[src/design/pmpp_pkg.sv]
// Shared types, constants and the grey map for the palette match planar packer.
package pmpp_pkg;

  localparam int IDX_W       = 6;
  localparam int RGB_W       = 24;
  localparam int ROW_WIDTH   = 16;
  localparam int COL_W       = 4;
  localparam int PLANES      = 4;
  localparam int CFG_ADDR_W  = 1;
  localparam int CFG_DATA_W  = 6;
  localparam int IN_DATA_W   = 32;
  localparam int OUT_DATA_W  = 72;

  localparam logic [IDX_W-1:0] GREY_MAP_LEN     = 6'd17;
  localparam logic [IDX_W-1:0] SWAP_A           = 6'd13;
  localparam logic [IDX_W-1:0] SWAP_B           = 6'd16;
  localparam logic [IDX_W-1:0] PLANE_ZERO_INDEX = 6'd28;
  localparam logic [IDX_W-1:0] PLANE_LIMIT      = 6'd16;
  localparam logic [IDX_W-1:0] PALETTE_COUNT_RST = 6'd16;

  typedef enum logic {
    CMD_WRITE = 1'b0,
    CMD_PIXEL = 1'b1
  } cmd_t;

  typedef enum logic [CFG_ADDR_W-1:0] {
    REG_PALETTE_COUNT = 1'b0,
    REG_STATUE_MODE   = 1'b1
  } reg_idx_t;

  typedef struct packed {
    logic             valid;
    cmd_t             cmd;
    logic [IDX_W-1:0] entry;
    logic [RGB_W-1:0] rgb;
    logic             found;
    logic [IDX_W-1:0] idx;
  } token_t;

  typedef struct packed {
    logic [IDX_W-1:0]     color_index;
    logic                 not_found;
    logic                 range_warning;
    logic                 row_done;
    logic [ROW_WIDTH-1:0] plane_bit3_row;
    logic [ROW_WIDTH-1:0] plane_bit2_row;
    logic [ROW_WIDTH-1:0] plane_bit1_row;
    logic [ROW_WIDTH-1:0] plane_bit0_row;
  } result_t;

  function automatic logic [IDX_W-1:0] grey_map(input logic [4:0] k);
    logic [IDX_W-1:0] g;
    case (k)
      5'd0:    g = 6'd0;
      5'd1:    g = 6'd1;
      5'd2:    g = 6'd17;
      5'd3:    g = 6'd18;
      5'd4:    g = 6'd19;
      5'd5:    g = 6'd20;
      5'd6:    g = 6'd27;
      5'd7:    g = 6'd22;
      5'd8:    g = 6'd23;
      5'd9:    g = 6'd24;
      5'd10:   g = 6'd25;
      5'd11:   g = 6'd26;
      5'd12:   g = 6'd21;
      5'd13:   g = 6'd15;
      5'd14:   g = 6'd13;
      5'd15:   g = 6'd14;
      5'd16:   g = 6'd14;
      default: g = 6'd0;
    endcase
    return g;
  endfunction

endpackage

[src/design/palette_match_planar_packer_unit.sv]
// A request passes through the cell chain registers and then the output result register.
// Throughput: one request per cycle while not stalled; each request walks the cell chain one cell a cycle.
// The whole chain and the output register advance together; m_tready low while m_tvalid is high stalls all of it.
// Reset clears the pipeline valid bits, the column count, the plane rows and the registers
// (palette_count 16, statue_mode 0); palette entries stay undefined until written.
module palette_match_planar_packer_unit #(
  parameter int PALETTE_DEPTH = 64
) (
  input  logic                                clk,
  input  logic                                rst,
  input  logic                                cfg_we,
  input  logic [pmpp_pkg::CFG_ADDR_W-1:0]     cfg_addr,
  input  logic [pmpp_pkg::CFG_DATA_W-1:0]     cfg_wdata,
  input  logic                                s_tvalid,
  output logic                                s_tready,
  // entry_index[5:0], red[13:6], green[21:14], blue[29:22], zero[31:30]
  input  logic [pmpp_pkg::IN_DATA_W-1:0]      s_tdata,
  // command[0]
  input  logic                                s_tuser,
  output logic                                m_tvalid,
  input  logic                                m_tready,
  // color_index[5:0], not_found[6], range_warning[7], plane_bit3_row[23:8],
  // plane_bit2_row[39:24], plane_bit1_row[55:40], plane_bit0_row[71:56]
  output logic [pmpp_pkg::OUT_DATA_W-1:0]     m_tdata,
  // row_done
  output logic                                m_tlast
);

  logic [pmpp_pkg::IDX_W-1:0] palette_count;
  logic                       statue_mode;
  logic                       adv;
  pmpp_pkg::token_t           chain [PALETTE_DEPTH+1];
  pmpp_pkg::result_t          res;

  always_ff @(posedge clk) begin
    if (rst) begin
      palette_count <= pmpp_pkg::PALETTE_COUNT_RST;
      statue_mode   <= 1'b0;
    end else if (cfg_we) begin
      case (cfg_addr)
        pmpp_pkg::REG_PALETTE_COUNT: palette_count <= cfg_wdata;
        pmpp_pkg::REG_STATUE_MODE:   statue_mode   <= cfg_wdata[0];
        default: ;
      endcase
    end
  end

  assign adv      = !m_tvalid || m_tready;
  assign s_tready = adv && !rst;

  always_comb begin
    chain[0].valid = s_tvalid;
    chain[0].cmd   = pmpp_pkg::cmd_t'(s_tuser);
    chain[0].entry = s_tdata[5:0];
    chain[0].rgb   = {s_tdata[13:6], s_tdata[21:14], s_tdata[29:22]};
    chain[0].found = 1'b0;
    chain[0].idx   = '0;
  end

  for (genvar i = 0; i < PALETTE_DEPTH; i++) begin : g_cell
    pmpp_cell #(
      .CELL_INDEX(i)
    ) u_cell (
      .clk          (clk),
      .rst          (rst),
      .adv          (adv),
      .palette_count(palette_count),
      .tok_in       (chain[i]),
      .tok_out      (chain[i+1])
    );
  end

  pmpp_packer u_packer (
    .clk          (clk),
    .rst          (rst),
    .adv          (adv),
    .palette_count(palette_count),
    .statue_mode  (statue_mode),
    .tok          (chain[PALETTE_DEPTH]),
    .out_valid    (m_tvalid),
    .res          (res)
  );

  assign m_tdata = {res.plane_bit0_row, res.plane_bit1_row, res.plane_bit2_row,
                    res.plane_bit3_row, res.range_warning, res.not_found,
                    res.color_index};
  assign m_tlast = res.row_done;

endmodule

[src/design/pmpp_cell.sv]
// One palette cell: holds one entry, matches passing pixels and takes its own writes.
module pmpp_cell #(
  parameter int CELL_INDEX = 0
) (
  input  logic                          clk,
  input  logic                          rst,
  input  logic                          adv,
  input  logic [pmpp_pkg::IDX_W-1:0]    palette_count,
  input  pmpp_pkg::token_t              tok_in,
  output pmpp_pkg::token_t              tok_out
);

  localparam logic [pmpp_pkg::IDX_W-1:0] MY_IDX = pmpp_pkg::IDX_W'(CELL_INDEX);

  logic [pmpp_pkg::RGB_W-1:0] entry;
  pmpp_pkg::token_t           tok_next;
  logic                       hit;

  assign hit = tok_in.cmd == pmpp_pkg::CMD_PIXEL && !tok_in.found &&
               MY_IDX < palette_count && entry == tok_in.rgb;

  always_comb begin
    tok_next = tok_in;
    if (hit) begin
      tok_next.found = 1'b1;
      tok_next.idx   = MY_IDX;
    end
  end

  always_ff @(posedge clk) begin
    if (adv && tok_in.valid && tok_in.cmd == pmpp_pkg::CMD_WRITE && tok_in.entry == MY_IDX) begin
      entry <= tok_in.rgb;
    end
  end

  always_ff @(posedge clk) begin
    if (rst) begin
      tok_out.valid <= 1'b0;
    end else if (adv) begin
      tok_out <= tok_next;
    end
  end

endmodule

[src/design/pmpp_packer.sv]
// Index remap, bitplane row accumulation and the output result register.
module pmpp_packer (
  input  logic                          clk,
  input  logic                          rst,
  input  logic                          adv,
  input  logic [pmpp_pkg::IDX_W-1:0]    palette_count,
  input  logic                          statue_mode,
  input  pmpp_pkg::token_t              tok,
  output logic                          out_valid,
  output pmpp_pkg::result_t             res
);

  logic [pmpp_pkg::COL_W-1:0]     col;
  logic [pmpp_pkg::ROW_WIDTH-1:0] acc [pmpp_pkg::PLANES];
  logic [pmpp_pkg::ROW_WIDTH-1:0] acc_next [pmpp_pkg::PLANES];
  logic [pmpp_pkg::COL_W-1:0]     col_next;
  pmpp_pkg::result_t              res_next;
  logic [pmpp_pkg::IDX_W-1:0]     k_raw;
  logic [pmpp_pkg::IDX_W-1:0]     k;
  logic [pmpp_pkg::IDX_W-1:0]     pv;
  logic                           warn;
  logic                           last_col;

  always_comb begin
    k_raw = tok.found ? tok.idx : palette_count;
    warn  = 1'b0;
    if (statue_mode) begin
      if (k_raw < pmpp_pkg::GREY_MAP_LEN) begin
        k = pmpp_pkg::grey_map(k_raw[4:0]);
      end else begin
        k    = '0;
        warn = 1'b1;
      end
      pv = k;
    end else begin
      if (k_raw == pmpp_pkg::SWAP_B) begin
        k = pmpp_pkg::SWAP_A;
      end else if (k_raw == pmpp_pkg::SWAP_A) begin
        k = pmpp_pkg::SWAP_B;
      end else begin
        k = k_raw;
      end
      pv = (k == pmpp_pkg::PLANE_ZERO_INDEX) ? '0 : k;
      if (pv >= pmpp_pkg::PLANE_LIMIT) begin
        warn = 1'b1;
      end
    end

    last_col = col == pmpp_pkg::COL_W'(pmpp_pkg::ROW_WIDTH - 1);
    col_next = last_col ? '0 : col + 1'b1;

    for (int p = 0; p < pmpp_pkg::PLANES; p++) begin
      acc_next[p]       = acc[p];
      acc_next[p][~col] = pv[pmpp_pkg::PLANES-1-p];
    end

    res_next = '0;
    if (tok.cmd == pmpp_pkg::CMD_PIXEL) begin
      res_next.color_index   = k;
      res_next.not_found     = !tok.found;
      res_next.range_warning = warn;
      res_next.row_done      = last_col;
      if (last_col) begin
        res_next.plane_bit3_row = acc_next[0];
        res_next.plane_bit2_row = acc_next[1];
        res_next.plane_bit1_row = acc_next[2];
        res_next.plane_bit0_row = acc_next[3];
      end
    end
  end

  always_ff @(posedge clk) begin
    if (adv && tok.valid) begin
      res <= res_next;
    end
  end

  always_ff @(posedge clk) begin
    if (rst) begin
      out_valid <= 1'b0;
      col       <= '0;
      for (int p = 0; p < pmpp_pkg::PLANES; p++) begin
        acc[p] <= '0;
      end
    end else if (adv) begin
      out_valid <= tok.valid;
      if (tok.valid && tok.cmd == pmpp_pkg::CMD_PIXEL) begin
        col <= col_next;
        for (int p = 0; p < pmpp_pkg::PLANES; p++) begin
          acc[p] <= last_col ? '0 : acc_next[p];
        end
      end
    end
  end

endmodule

[config.mk]
export PLATFORM = sky130hd
export DESIGN_NAME = palette_match_planar_packer_unit
export DESIGN_NICKNAME = d
export VERILOG_FILES = /design/src/design/pmpp_pkg.sv /design/src/design/palette_match_planar_packer_unit.sv /design/src/design/pmpp_cell.sv /design/src/design/pmpp_packer.sv
export SDC_FILE = /design/constraint.sdc
export NUM_CORES = 2
export LEC_CHECK = 0
export BUFFER_PORTS_ARGS = -buffer_cell sky130_fd_sc_hd__buf_2
export CORE_MARGIN = 4
export CORE_UTILIZATION = 50
export CTS_BUF_LIST = sky130_fd_sc_hd__clkbuf_8
export DETAILED_ROUTE_END_ITERATION = 8
export GPL_TIMING_DRIVEN = 0
export PLACE_DENSITY = 0.74
export SYNTH_ARGS = -nofsm -noshare
export SYNTH_HDL_FRONTEND = slang
export SYNTH_SLANG_ARGS = --single-unit
[constraint.sdc]
create_clock -name clk -period 296.8 [get_ports clk]
set_input_delay 29.68 -clock clk [delete_from_list [all_inputs] [get_ports clk]]
set_output_delay 29.68 -clock clk [all_outputs]
set_load 0.02 [all_outputs]
=== Yosys cells after proc, flatten, opt, wreduce, memory -nomap -nowiden ===
Memories as Yosys holds them, arrays and structs flattened.
Index checks and enable logic that the tools add are counted.

* Bits in registers: 4087
* Bits in latches: 0
* Memory bits (writable): 64
* Bits in read-only memories: 160
* Input port bits: 45
* Output and inout port bits: 75
* Word-level logic and storage cells: 1224
* Memories: 2

* Add/sub/neg operators: 1
* Multiply operators: 0
* Divide/modulo/power cells: 0
* $lt $le $gt $ge: 68
* Equal/unequal tests: 131
* Shift operators: 0
* Multiplexer cells: 33
* Bitwise logic cells: 71
* Reduce and logical (&&, ||, !) cells: 460

{| class="wikitable"
|+ Memory list
! memory !! words !! bits a word !! read ports !! clocked after memory_dff !! wr ports !! line !! source
|-
| (no name shown) || 32 || 5 || 1 || 0 || 0 || pmpp_pkg.sv:53 || <nowiki>case (k)</nowiki>
|-
| u_packer.acc || 4 || 16 || 4 || 0 || 4 || pmpp_packer.sv:14 || <nowiki>logic [pmpp_pkg::ROW_WIDTH-1:0] acc [pmpp_pkg::PLANES];</nowiki>
|}

{| class="wikitable"
|+ Operator list
! kind !! count
|-
| 24-bit == test || 64
|-
| 1-bit logical AND || 387
|-
| 6-bit == test, second input constant || 32
|-
| 6-bit < comparator, first input constant || 32
|-
| 16-bit two-way mux || 8
|-
| 6-bit by 5-bit == test with 1-bit output, second input constant || 18
|-
| 5-bit by 6-bit < comparator with 1-bit output, first input constant || 16
|-
| 1-bit zero test || 66
|-
| 1-bit inverter || 66
|-
| 16-bit bitwise mux || 4
|-
| 6-bit by 4-bit == test with 1-bit output, second input constant || 9
|-
| 4-bit by 6-bit < comparator with 1-bit output, first input constant || 8
|-
| 6-bit two-way mux || 7
|-
| 6-bit by 3-bit == test with 1-bit output, second input constant || 4
|-
| 3-bit by 6-bit < comparator with 1-bit output, first input constant || 4
|-
| 6-bit by 2-bit == test with 1-bit output, second input constant || 2
|-
| 1-bit by 6-bit < comparator with 1-bit output, first input constant || 2
|-
| 2-bit by 6-bit < comparator with 1-bit output, first input constant || 2
|-
| 1-bit two-way mux || 10
|-
| 2-bit AND reduction || 5
|-
| 4-bit two-way mux || 2
|-
| 7-bit two-way mux || 1
|-
| 6-bit by 1-bit == test with 1-bit output, second input constant || 1
|-
| 6-bit by 5-bit >= comparator with 1-bit output, second input constant || 1
|-
| other kinds (10) || 13
|}

=== Depth between registers and ports, before layout ===
* Depth after elaboration: 11
* Mapped depth: 11
* Gate-level depth less buffers: 8

=== Worst setup path before layout ===
No wires, ideal clock.

* Path kind: input to output
* Start: input rst
* End: output s_tready
* Data arrival time: 125.993 ns
* Data required time: 267.120 ns
* Path slack: 141.127 ns
* Stages: 4
* Buffers on the path: 3
* Cells stage by stage: clkbuf_1 > clkbuf_1 > buf_1 > nor2_1

* Word-level cells in the longest chain between the ends: 2

{| class="wikitable"
|+ RTL lines
! item !! line !! source
|-
| start: declaration || palette_match_planar_packer_unit.sv:10 || <nowiki>input logic rst,</nowiki>
|-
| 1-bit zero test || palette_match_planar_packer_unit.sv:49 || <nowiki>assign s_tready = adv && !rst;</nowiki>
|-
| 1-bit logical AND || palette_match_planar_packer_unit.sv:49 ||
|-
| end: declaration || palette_match_planar_packer_unit.sv:15 || <nowiki>output logic s_tready,</nowiki>
|}

No other way between the ends.

=== Final worst setup path ===
* Start: input m_tready
* End: output s_tready

* Word-level cells in the longest chain between the ends: 2

{| class="wikitable"
|+ RTL lines
! item !! line !! source
|-
| start: declaration || palette_match_planar_packer_unit.sv:21 || <nowiki>input logic m_tready,</nowiki>
|-
| 1-bit logical OR || palette_match_planar_packer_unit.sv:48 || <nowiki>assign adv = !m_tvalid || m_tready;</nowiki>
|-
| 1-bit logical AND || palette_match_planar_packer_unit.sv:49 ||
|}

No other way between the ends.

==> flow_summary_export.csv <==
group,metric,value,unit
status,status,"complete, but fails checks",
status,violations,"capacitance limit",
critical_path,max_stage_delay,1060,ps
layout,layout.nets,8366,
critical_path,rrSetupSlack,290730,ps
sta,setup_viol,0,
sta,period_share,21.8,%
cts,hold_buffers,0,
floorplanning,rows,197,
power,p_leak,54.9,nW
synth,async_flop_share,0,%
placed_design,port_buffers,116,
run,maxCapViolCount,1,
sta,fmax,15.5,MHz
synth,yosys_register_bits,4030,
route,drt-total-wl,261,mm
power,p_seq_share,60.1,%
synth,syn_nets,7489,
synth,synth_edf_count,3954,
layout,area_growth,13.1,%
sta,slew_viol_final,0,
route,drt-wirelength-per-cell,20.8,um
sta,finalHoldViolCount,0,
cts,postCtsSetupRepairBufs,0,
global_route,grt_pass1_wl,405,mm
critical_path,path_class,"in2out",
cts,tritoncts,"built",
floorplanning,fp.dieH,547,um
synth,synthDistinctLibCells,66,
global_route,grt_max_degree,77,
synth,ys_seq_area_share,82.9,%
critical_path,cp_cell_sequence,"buf_2 > nor2b_1 > clkbuf_1 > clkbuf_1 > buf_1 > nor2_4 > buf_16 > buf_12 > buf_12 > buf_12 > buf_12 > buf_12 > buf_12 > buf_12 > buf_12 > buf_12 > buf_2",
power,p_int,0.865,mW
sta,grt_setup_unrepaired,"false",
cts,cts_max_level,6,
power,clkPwrFrac,37.5,%
synth,yosys_warnings,0,
critical_path,cp_top_family,"buffers and inverters",
sta,clock_skew,105,ps
power,power,1.10,mW
global_route,grt-ovfl-total,0,
route,ant_nets,0,
route,vias_per_cell,5.27,
synth,synth_top_area_cell,"edfxtp_1",
sta,period_needed,64600,ps
power,ir_drop,4.95,uV
synth,synthFlopType,"edfxtp_1",
placed_design,postPlaceCellArea,0.153,sq mm
cts,cts-resized-gates,0,
synth,synth.avg_cell_area,19.5,sq um
route,drc,0,
floorplanning,die_x,547,um
worst_hold_path,holdCritPathClass,"reg2reg",
sta,worst_pin_slew,1500,ps
global_route,met3_usage,3.35,%
floorplanning,start_util,50.3,%
global_route,grt_pass1_vias,69048,
cts,cts_sinks,4030,
layout,post-route-cell-area,0.164,sq mm
cts,clk_pin_slew,70,ps
synth,synth_area,0.145,sq mm
global_route,antenna_found_initial,12,
critical_path,required,267120,ps
global_route,grt_use_total,17.3,%
synth,syn_inst,7436,
critical_path,crit_arrival,34920,ps
power,switchingPower,0.237,mW
placed_design,gp_congestion,0.817,
global_route,grt.busiest_layer,"met2",
sta,slew_headroom,0.0000296,%
power,share_comb_of_total_power,2.4,%
synth,synth.area.top_cells,"edfxtp_1 (82%), xor2_1 (6.3%), xnor2_1 (2.8%), nor4_1 (1.2%), dfxtp_1 (1.0%)",
critical_path,worstSetupEndpointType,"output port",
critical_path,cp.buffers_inverters,15,
power,powerDensity,6.72,mW/mm^2
critical_path,startpoint_type,"input port",
floorplanning,io_pins,120,
power,swShare,21.5,%
cts,clock_latency,1080,ps
cts,cts_buffers,605,
synth,synth_top_area_share,81.9,%
route,dr.pass1.iters,6,
route,route.vias.total,66225,
cts,clockRootBuffer,"clkbuf_8",
cts,clock_path_buffers,4,
route,first_iter_violations,5857,
placed_design,dp.final_hpwl,181,mm
floorplanning,dieArea,0.299,sq mm
global_route,grt_use_met1,22.5,%
critical_path,worstPathMaxFanout,36,
global_route,grt_util_met2,29.4,%
sta,fin_tns_setup,0,ps
critical_path,crit_slowest_cell,"clkbuf_1",
layout,drive_gt1_share,15.1,%
floorplanning,coreArea,0.288,sq mm
critical_path,cpMostUsedCell,"buf_12",
Yosys cell counts, drive strengths merged (6+ instances only):
| library cell | n |
|---|---|
| a31oi | 7 |
| buf | 42 |
| mux2i | 11 |
| or2 | 213 |
| nand3 | 110 |
| nand4 | 161 |
| a21oi | 80 |
| clkbuf | 48 |
| nor3b | 7 |
| dfxtp | 76 |
| and2 | 65 |
| edfxtp | 3954 |
| o31ai | 15 |
| inv | 20 |
| a211oi | 25 |
| o32ai | 6 |
| nor4 | 292 |
| nand2 | 184 |
| nand4b | 47 |
| xor2 | 1042 |
| nor3 | 110 |
| or4bb | 9 |
| o2111ai | 8 |
| ha | 8 |
| nor2b | 116 |
| or4b | 20 |
| xnor2 | 465 |
| and4 | 9 |
| o41ai | 15 |
| nor2 | 110 |
| a311oi | 18 |
| or4 | 18 |
| a2111oi | 10 |
| nor4b | 23 |
| nand2b | 47 |
worst paths after layout:
check | start | end | cells past startpoint
hold / removal | g_cell[62].u_cell.tok_out[3] | g_cell[63].u_cell.tok_out[3] | 0
setup reg to reg | u_packer.out_valid | g_cell[0].u_cell.tok_out[14] | 17
setup / recovery | m_tready | s_tready | 17
hold reg to reg | g_cell[62].u_cell.tok_out[3] | g_cell[63].u_cell.tok_out[3] | 0
placed cells by master, fill, tap and decap left out, drive strengths merged, types with 10 or more instances in the layout:
cell,n
edfxtp,3954
xor2,1042
clkbuf,686
xnor2,465
buf,312
nor4,292
inv,264
or2,213
nand2,184
clkinv,162
nand4,161
nor2b,116
nand3,110
nor2,110
nor3,110
a21oi,80
dfxtp,76
and2,65
nand4b,47
nand2b,47
a211oi,25
nor4b,23
or4b,20
or4,18
a311oi,18
clkinvlp,17
o31ai,15
o41ai,15
mux2i,11
a2111oi,10
flip-flops by register name, summed over array words and instances, names as in the netlist:
| name | flops |
|---|---|
| u_packer.res | 73 |
| u_packer.acc | 60 |
| g_cell.u_cell.tok_out | 2373 |
| palette_count | 6 |
| u_packer.out_valid | 1 |
| u_packer.col | 4 |
| statue_mode | 1 |
| g_cell.u_cell.entry | 1512 |
cells by family (layout without fill, tap and decap cells):
| logic type | count (synthesis) | after routing | synth area share (%) |
|---|---|---|---|
| xor gates and xnor gates | 1507 | 1507 | 9.10 |
| adders and majority gates | 8 | 8 | 0.0690 |
| DFF | 4030 | 4030 | 82.9 |
| buffers and inverters | 110 | 1450 | 0.327 |
| other | 0 | 9 | 0 |
| muxes | 14 | 14 | 0.104 |
| AOI/OAI and AO/OA | 207 | 207 | 1.14 |
| and+or+nand+nor | 1560 | 1560 | 6.36 |
area by class of cell:
cell class	count	area [sq um]
diodes	9	22.5
plain buffers	90	403
clock buffers	638	8780
clock inverters	432	2190
fillers	20633	124000
inverters	20	75.1
multi-input cells	3296	24600
flip-flops and latches	4030	120000
well taps	3781	4730
repair buffers	270	2940
power groups by stage:
stage | Combinational (mW) | Sequential, mW | Clock (mW)
6_report | 0.0266 | 0.662 | 0.413
4_1_cts | 0.0269 | 0.663 | 0.422
3_3_place_gp | 0.0231 | 0.747 | 0
2_1_floorplan | 0.0171 | 0.718 | 0
5_1_grt | 0.0289 | 0.665 | 0.450
3_5_place_dp | 0.0267 | 0.675 | 0
layer usage:
metal  share of wire, %  vias up
met5             0.0050        -
met4                2.8        2
met3                5.9      501
met2                 51     1935
met1                 41    33446
li1                   -    30341
stage by stage:
step,hold slack (ps),setup WS (ps),util (%),std cells
detailed placement,405,231480,53.1,11484
finish,387,232200,56.9,12566
global placement,402,93780,52.1,11333
floorplan,400,141130,-,7436
CTS,383,231460,56.9,12554
global route,388,232120,56.9,12564
(Power assumes the default switching activity.)
